$ cat src/hw/rtl/record_sort_by_key_core_assert.svh
// assertion macros for the record sort core
`ifndef RECORD_SORT_BY_KEY_CORE_ASSERT_SVH
`define RECORD_SORT_BY_KEY_CORE_ASSERT_SVH

`ifndef SYNTHESIS
`define RSK_ASSERT_IMPL(lbl, ante, cons) \
  lbl: assert property (@(posedge clk) disable iff (!rst_n) (ante) |-> (cons)) \
    else $error("record sort core: same-cycle check failed");
`define RSK_ASSERT_NEXT(lbl, ante, cons) \
  lbl: assert property (@(posedge clk) disable iff (!rst_n) (ante) |=> (cons)) \
    else $error("record sort core: next-cycle check failed");
`else
`define RSK_ASSERT_IMPL(lbl, ante, cons)
`define RSK_ASSERT_NEXT(lbl, ante, cons)
`endif

`endif

$ cat src/hw/rtl/rsk_pkg.sv
`timescale 1ns / 1ps
`default_nettype none
package rsk_pkg;

  localparam int RSK_CAPACITY = 16;
  localparam int ID_W  = 31;
  localparam int SAL_W = 31;
  localparam int HND_W = 16;

  typedef struct packed {
    logic [ID_W-1:0]  id;
    logic [SAL_W-1:0] salary;
    logic [HND_W-1:0] handle;
  } rec_t;

  // per-cycle commands broadcast to every cell
  typedef struct packed {
    logic ins;  // insert the broadcast record
    logic pop;  // shift everything one place toward the output
  } cell_ctl_t;

endpackage
`default_nettype wire

$ cat src/hw/rtl/rsk_cell.sv
`timescale 1ns / 1ps
`default_nettype none
module rsk_cell
  import rsk_pkg::*;
(
  input  wire logic      clk,
  input  wire cell_ctl_t ctl,
  input  wire rec_t      new_rec,
  input  wire logic      occ,       // this slot holds a stored record
  input  wire logic      left_gt,   // left neighbor moves right on insert
  input  wire rec_t      left_rec,
  input  wire rec_t      right_rec,
  output logic           gt,
  output rec_t           rec
);

  rec_t rec_r;
  rec_t rec_nxt;

  // strictly greater keeps equal ids in arrival order
  assign gt  = occ && (rec_r.id > new_rec.id);
  assign rec = rec_r;

  always_comb begin
    rec_nxt = rec_r;
    if (ctl.pop) begin
      rec_nxt = right_rec;
    end else if (ctl.ins) begin
      if (left_gt) begin
        rec_nxt = left_rec;
      end else if (!occ || gt) begin
        rec_nxt = new_rec;
      end
    end
  end

  always_ff @(posedge clk) begin
    rec_r <= rec_nxt;
  end

endmodule
`default_nettype wire

$ cat src/hw/rtl/record_sort_by_key_core.sv
// record_sort_by_key_core: stable ascending sort of records by id
//
// input channel: one record word per accepted cycle (id, salary, name handle)
// with in_last_record marking the end of a list. records load at one per
// cycle while in_stall is low; each word is placed in the cell chain in
// the cycle it is accepted. a list's records come out on the result channel
// in ascending id order, equal ids in arrival order, out_last_out on the
// final word. words beyond CAPACITY are dropped and out_overflow is set on
// every result word of that list.
// the first result word is valid the cycle after the last record is
// accepted. while draining, in_stall is high. the pace is set by the single
// output tap at cell zero, which shifts the chain one place per word.
// out_stall holds the chain frozen and the presented word stable.
// reset (rst_n low, synchronous) empties the store and clears overflow.
`timescale 1ns / 1ps
`default_nettype none
`include "record_sort_by_key_core_assert.svh"
module record_sort_by_key_core
  import rsk_pkg::*;
#(
  parameter int CAPACITY = RSK_CAPACITY
) (
  input  wire logic             clk,
  input  wire logic             rst_n,
  input  wire logic             in_valid,
  output logic                  in_stall,
  input  wire logic [ID_W-1:0]  in_employee_id,
  input  wire logic [SAL_W-1:0] in_base_salary,
  input  wire logic [HND_W-1:0] in_name_handle,
  input  wire logic             in_last_record,
  output logic                  out_valid,
  input  wire logic             out_stall,
  output logic [ID_W-1:0]       out_sorted_id,
  output logic [SAL_W-1:0]      out_sorted_salary,
  output logic [HND_W-1:0]      out_sorted_name_handle,
  output logic                  out_last_out,
  output logic                  out_overflow
);

  localparam int CNT_W = $clog2(CAPACITY + 1);
  localparam logic [CNT_W-1:0] CNT_ONE  = CNT_W'(1);
  localparam logic [CNT_W-1:0] CNT_FULL = CNT_W'(CAPACITY);

  // control registers
  logic [CNT_W-1:0] count_r, count_nxt;
  logic             drain_r, drain_nxt;
  logic             ovf_r, ovf_nxt;

  logic      in_acc;
  logic      full;
  logic      pop;
  cell_ctl_t ctl;
  rec_t      new_rec;

  // chain wiring
  rec_t              cell_rec [CAPACITY];
  logic [CAPACITY-1:0] cell_gt;
  logic [CAPACITY-1:0] cell_occ;

  assign in_acc  = in_valid && !in_stall;
  assign full    = (count_r == CNT_FULL);
  assign pop     = drain_r && !out_stall;
  assign ctl.ins = in_acc && !full;
  assign ctl.pop = pop;

  assign new_rec.id     = in_employee_id;
  assign new_rec.salary = in_base_salary;
  assign new_rec.handle = in_name_handle;

  genvar gi;
  generate
    for (gi = 0; gi < CAPACITY; gi++) begin : g_cell
      rec_t left_rec;
      rec_t right_rec;
      logic left_gt;

      // slot is occupied when below the fill count
      assign cell_occ[gi] = (CNT_W'(gi) < count_r);

      if (gi == 0) begin : g_head
        assign left_rec = new_rec;
        assign left_gt  = 1'b0;
      end else begin : g_body
        assign left_rec = cell_rec[gi-1];
        assign left_gt  = cell_gt[gi-1];
      end

      if (gi == CAPACITY - 1) begin : g_tail
        assign right_rec = cell_rec[gi];   // tail slot falls outside the count
      end else begin : g_mid
        assign right_rec = cell_rec[gi+1];
      end

      rsk_cell u_cell (
        .clk       (clk),
        .ctl       (ctl),
        .new_rec   (new_rec),
        .occ       (cell_occ[gi]),
        .left_gt   (left_gt),
        .left_rec  (left_rec),
        .right_rec (right_rec),
        .gt        (cell_gt[gi]),
        .rec       (cell_rec[gi])
      );
    end
  endgenerate

  // fill count, drain flag and overflow flag
  always_comb begin
    count_nxt = count_r;
    drain_nxt = drain_r;
    ovf_nxt   = ovf_r;
    if (pop) begin
      count_nxt = count_r - CNT_ONE;
      if (count_r == CNT_ONE) begin
        drain_nxt = 1'b0;
        ovf_nxt   = 1'b0;
      end
    end else if (in_acc) begin
      if (full) begin
        ovf_nxt = 1'b1;   // store full, word dropped
      end else begin
        count_nxt = count_r + CNT_ONE;
      end
      if (in_last_record) begin
        drain_nxt = 1'b1;
      end
    end
  end

  always_ff @(posedge clk) begin
    if (!rst_n) begin
      count_r <= '0;
      drain_r <= 1'b0;
      ovf_r   <= 1'b0;
    end else begin
      count_r <= count_nxt;
      drain_r <= drain_nxt;
      ovf_r   <= ovf_nxt;
    end
  end

  // no loading while a list drains
  assign in_stall = drain_r;

  // results come straight from the head cell
  assign out_valid              = drain_r;
  assign out_sorted_id          = cell_rec[0].id;
  assign out_sorted_salary      = cell_rec[0].salary;
  assign out_sorted_name_handle = cell_rec[0].handle;
  assign out_last_out           = (count_r == CNT_ONE);
  assign out_overflow           = ovf_r;

  // checks
  `RSK_ASSERT_IMPL(a_drain_nonempty, drain_r, count_r != '0)
  `RSK_ASSERT_IMPL(a_count_bound, 1'b1, count_r <= CNT_FULL)
  `RSK_ASSERT_NEXT(a_drop_flags, in_acc && full, ovf_r)
  `RSK_ASSERT_NEXT(a_list_done, pop && (count_r == CNT_ONE), !drain_r && (count_r == '0))

endmodule
`default_nettype wire

$ cat config.mk
export PLATFORM = sky130hd
export DESIGN_NAME = record_sort_by_key_core
export DESIGN_NICKNAME = d
export VERILOG_FILES = /design/src/hw/rtl/rsk_pkg.sv /design/src/hw/rtl/rsk_cell.sv /design/src/hw/rtl/record_sort_by_key_core.sv
export VERILOG_INCLUDE_DIRS = /design/src /design/src/hw/rtl
export SDC_FILE = /design/constraint.sdc
export NUM_CORES = 2
export LEC_CHECK = 0
export ABC_AREA = 1
export ABC_CLOCK_PERIOD_IN_PS = 17920
export BUFFER_PORTS_ARGS = -buffer_cell sky130_fd_sc_hd__buf_2
export CAP_MARGIN = 40
export CORE_ASPECT_RATIO = 0.8
export CORE_MARGIN = 1
export CORE_UTILIZATION = 49
export DETAILED_ROUTE_END_ITERATION = 8
export HOLD_SLACK_MARGIN = 0.03
export PLACE_DENSITY = 0.7
export SYNTH_ARGS = -nofsm -noshare
export SYNTH_HDL_FRONTEND = slang
export SYNTH_SLANG_ARGS = --single-unit
$ cat constraint.sdc
create_clock -name clk -period 17.92 [get_ports clk]
set_clock_uncertainty 0.15 [all_clocks]
set_input_delay 3.584 -clock clk [delete_from_list [all_inputs] [get_ports clk]]
set_output_delay 3.584 -clock clk [all_outputs]
set_load 0.01 [all_outputs]
# Yosys cells after proc, flatten, opt, wreduce, memory -nomap -nowiden
# Index checks and enable logic that the tools add are counted.
# totals
regBits	1255
latchBits	0
ramBits	0
mem_bits_ro	0
in_bits	83
output_inout_bits	82
wordCells	254
mem_count	0
# classes
n_addsub	2
mul	0
div	0
order_cmp	32
eq_ne	4
shifts	0
mux	71
bitwise_logic	1
n_reduce_logical	93
# op_table
op	n
two-way mux 78 bit	61
> comparator 31 bit	16
nonzero test 3 bit	14
< comparator 4 x 5 -> 1 bit, first input constant	8
AND reduction 2 bit	16
< comparator 3 x 5 -> 1 bit, first input constant	4
logical AND 1 bit	19
logical NOT 1 bit	19
logical OR 1 bit	16
two-way mux 5 bit	3
nonzero test 2 bit	6
< comparator 1 x 5 -> 1 bit, first input constant	2
< comparator 2 x 5 -> 1 bit, first input constant	2
AND reduction 3 bit	3
two-way mux 1 bit	7
adder 5 x 1 -> 5 bit, second input constant	1
equality test 5 x 1 -> 1 bit, second input constant	1
equality test 5 bit, second input constant	1
subtractor 5 x 1 -> 5 bit, second input constant	1
!= test 2 x 1 -> 1 bit, second input constant	1
!= test 2 bit, second input constant	1
NOT 1 bit	1

# Logic depth before layout (Yosys ltp)
# depth
ltp_word	7
ltp_mapped	17
ltp_nobuf	15

# Modules after synthesis
# Synthesis repeated with hierarchy kept, for this count alone.
# hier_totals
hier_cells	9024
hier_area_um2	78385.2
# by_module_without_submodules
mod	n_inst	cells_each	area_each_um2	seq_area_each_um2
rsk_cell at g_cell[0].u_cell ...	12	557	4862.2	2342.2
rsk_cell at g_cell[6].u_cell ...	4	560	4858.4	2342.2
record_sort_by_key_core	1	100	605.6	140.1

# Least setup slack after synthesis
# Ideal clock, no wire load.
# synth_timing
kind	in2reg
startpoint	input port in_employee_id[6]
endpoint	register g_cell[1].u_cell.rec_r, in the netlist g_cell[1].u_cell.rec[0], enable pin
setup_ns	0.561
t_arrival_ns	10.033
t_required_ns	17.209
setup_slack_ns	7.176
path_stages	12
n_path_buf	3
path_cell_list	inv_1 > clkbuf_1 > ha_1 > nand2_1 > nor2_1 > nand3b_1 > nor2_1 > nand4_2 > clkbuf_1 > buf_1 > nand2_1 > a31oi_1
# synth_via
elab_chain_len	5
word_cells_on_any_way	7
classes_between	order compare (2); reduce/logical (5)
# synth_rtl
element	line_no	source
from (decl)	record_sort_by_key_core.sv:27	input wire logic [ID_W-1:0] in_employee_id,
> comparator 31 bit	rsk_cell.sv:21	assign gt = occ && (rec_r.id > new_rec.id);
logical AND 1 bit	rsk_cell.sv:21	
logical OR 1 bit	rsk_cell.sv:31	end else if (!occ || gt) begin
nonzero test 3 bit (no source line) *	--	
AND reduction 2 bit (no source line) *	--	
to (signal assigned)	rsk_cell.sv:38	rec_r <= rec_nxt;
to (decl)	rsk_cell.sv:17	rec_t rec_r;
# Every way passes the cells marked *; elsewhere a longest branch is shown, timed or not.
# A chain may end at the register's enable or synchronous reset.

# Worst setup path in the final report
# layout_timing
startpoint	input port in_employee_id[20]
endpoint	register g_cell[7].u_cell.rec_r, in the netlist g_cell[7].u_cell.rec[18], enable pin
# layout_via
elab_chain_len	5
word_cells_on_any_way	7
classes_between	order compare (2); reduce/logical (5)
# layout_rtl
element	line_no
> comparator 31 bit	rsk_cell.sv:21
logical AND 1 bit	rsk_cell.sv:21
logical OR 1 bit	rsk_cell.sv:31
nonzero test 3 bit (no source line) *	--
AND reduction 2 bit (no source line) *	--
to (signal assigned)	rsk_cell.sv:38
to (decl)	rsk_cell.sv:17
# Marked as above.

==> run metrics <==
flop2flop setup slack 12.87 ns; crit-path cells buf_2 -> inv_1 -> buf_4 -> ha_1 -> nand2_1 -> nor2_1 -> nand4_1 -> nor2_1 -> nand2_1 -> nand2_2 -> nand3_2 -> buf_4 -> a31oi_4 -> buf_4; CTS Buffer Depth 3; end of the worst hold path out_overflow; Hold Path Stages 2; drt wl/cell 21.0 um; number of DRC markers in iteration 0 10700; largest net degree at the start of global routing 192; Finished Core Util 54.2%; DRC 0; CP most frequent cell buf_4; full die area 0.174 mm2; Initial Utilization 49.6%; YS warnings 0; Max-slew headroom 32.6%; clock period minus worst slack 7.79 ns; Avg Cell Area, Syn 7.57 um2; area delta synth->final 9.33%; routed via count 77400; r2r worst-path depth 11; total track usage 31.1%; Std-Cell Rows 135; gr ovfl total 0; required time of the critical path 18.19 ns; CTS resizes 0; Hold Crit Class reg2reg; worst path bufs/invs 5; RSZ-0062 raised after global routing false; Cell Area, Synth 0.0844 mm2; Max Slew Vio Count 0; Worst R2R Start in_stall; internal power 6.09 mW; Nets 11400; post-synthesis register bit count 1255; total CTS buffers 146; synth unique cells 34; first-pass GRT wire length 430000 um; post-route ant nets 0; status complete, no violations; Post-DP HPWL 189000 um; buffers added on ports 164; Yosys top cell area share 44.4%; Max FO, Critical Path 65; Worst-Skew Late Latency 0.81 ns; Synth top cells by count nand2_1, inv_1, edfxtp_1, nand3_1, nand4_1; core area 0.170 mm2; slowest CP cell buf_4; Highest Clock Rate 128 MHz; Final Hold Viols 0; Die W 466 um; cell taking the most area after synthesis edfxtp_1; Syn Inst Count 11100; Synth Net Count 11700; CP peak stage delay 0.74 ns; Root Driver clkbuf_16; CTS tree built; Routed Wire Length 278000 um; cell class contributing the biggest share of worst-path delay buffers and inverters; total power 9.06 mW; ys flop type edfxtp_1; Comb pwr share 21.6%; IO Count 165; HP Start out_overflow; pwr dens 98.2 mW/mm2; register area share after synthesis 44.6%; vias in the first global route 71900; Startpoint Class primary input; routability cong. 0.962; initial antenna violation count 12; clk sink count 1255; CTS clk-pin slew, worst paths 0.06 ns; maxcap violations 0; Synth area leaders edfxtp_1, nand2_1, nand4_1, ha_1, nand3_1; Final setup viols 0; number of synthesized flops with an enable pin 1248; Critical Path End Type register; Async S/R FF share, synth 0%; CTS Hold Buffers Added 0; postcts setup bufs 0; worst setup margin 10.13 ns; CP Class in2reg; static leakage power 45.0 nW; DR vias/cell 5.86; worst-margin pin slew 1.01 ns; Sw Share 32.7%; r2r endpoint g_cell[14].u_cell.rec[19]; Max VDD drop 85.4 uV; most common cell in the synthesized netlist nand2_1; htree depth 4; Tcrit/Tclk final 43.4%; Total Neg Setup Slack 0 ns; Pre-Repair DR Iteration Count 7; Worst Path Arrival 8.06 ns; sequential power share 44.5%; Psw 2.96 mW; Place WS 9.39 ns; layout cells sized above 1 5.72%; chip height 373 um; Clk network pwr share 33.9%
-- worst max-delay path by stage --
stage | from | to | slack (ns) | depth (start not counted)
after floorplan | in_employee_id[6] | g_cell[1].u_cell.rec[0] | 7.18 | 12
after global placement | in_employee_id[20] | g_cell[2].u_cell.rec[27] | 8.79 | 15
after detailed placement | in_employee_id[20] | g_cell[2].u_cell.rec[25] | 9.39 | 15
after CTS | in_employee_id[20] | g_cell[2].u_cell.rec[12] | 10.23 | 15
after global routing | in_employee_id[20] | g_cell[2].u_cell.rec[42] | 9.90 | 15
final | in_employee_id[20] | g_cell[7].u_cell.rec[18] | 10.13 | 14
-- sequential cells by signal, indices dropped and copies added (netlist names) --
name,flops
g_cell.u_cell.rec,1248
count_r,5
in_stall,1
out_overflow,1
-- cell type report --
| cell class | count | area (um2) |
|---|---|---|
| Multi-Input combinational cell | 7574 | 38300 |
| Timing Repair Buffer | 345 | 3040 |
| Antenna cell | 1 | 2.50 |
| Tap cell | 2260 | 2830 |
| Clock buffer | 187 | 3960 |
| Fill cell | 15700 | 77900 |
| Inverter | 1503 | 5650 |
| Sequential cell | 1255 | 37600 |
| Clock inverter | 78 | 826 |
-- through the flow --
stage | hold slack (ns) | instance area [um2] | std cells
2_1_floorplan | 0.331 | 84400 | 11100
3_3_place_gp | 0.304 | 86300 | 12900
3_5_place_dp | 0.309 | 87400 | 12900
4_1_cts | 0.319 | 92100 | 13200
5_1_grt | 0.338 | 92200 | 13200
6_report | 0.318 | 92200 | 13200
-- kinds of logic (layout without fill, tap and decap cells) --
logic type,count (synthesis),after routing,synth area share (%)
flip-flops,1255,1255,44.6
buffers and inverters,2310,2113,10.5
AND/OR/NAND/NOR,6669,6669,34.9
AO/OA/AOI/OAI,403,403,2.54
adder cells (fa/ha/maj),500,500,7.42
XOR/XNOR,2,2,0.0208
other,0,1,0
-- power by group through the flow --
stage	registers (mW)	clock network (mW)	logic, mW
2_1_floorplan	4.02	0	1.30
3_5_place_dp	4.08	0	1.91
4_1_cts	4.02	3.09	1.91
6_report	4.03	3.07	1.95
3_3_place_gp	4.07	0	1.81
5_1_grt	4.07	3.20	2.18
-- layout by cell type (no fill, tap or decap), types with 22 or more instances in the layout --
| cell | n |
|---|---|
| o21ai_0 | 157 |
| ha_1 | 500 |
| clkinv_1 | 30 |
| buf_16 | 36 |
| inv_1 | 1491 |
| buf_4 | 133 |
| nor2_1 | 161 |
| clkbuf_16 | 152 |
| a21oi_1 | 180 |
| nand2_1 | 4165 |
| buf_2 | 164 |
| edfxtp_1 | 1248 |
| nor3_1 | 22 |
| nand4_1 | 1137 |
| a21o_1 | 30 |
| nand3_1 | 1130 |
| clkbuf_1 | 33 |
-- layer usage --
metal,GRT usage [%],up-vias,part of all wire (%)
li1,-,36400,-
met1,47.8,35600,44
met2,42.1,4891,40
met3,7.75,493,13
met4,9.36,16,2.9
met5,0,-,0.039
-- worst reg2reg max path: stages (launching register included) --
cell and delay, ns:
dfxtp_1 0.33, inv_1 0.12, nor2_4 0.13, inv_8 0.57
buf_4 0.77, buf_4 0.50, buf_16 0.35, buf_4 0.79
buf_4 0.61, buf_16 0.31, nand3_1 0.20, nand2_1 0.07
No activity file was read; power rests on OpenSTA's default activity.
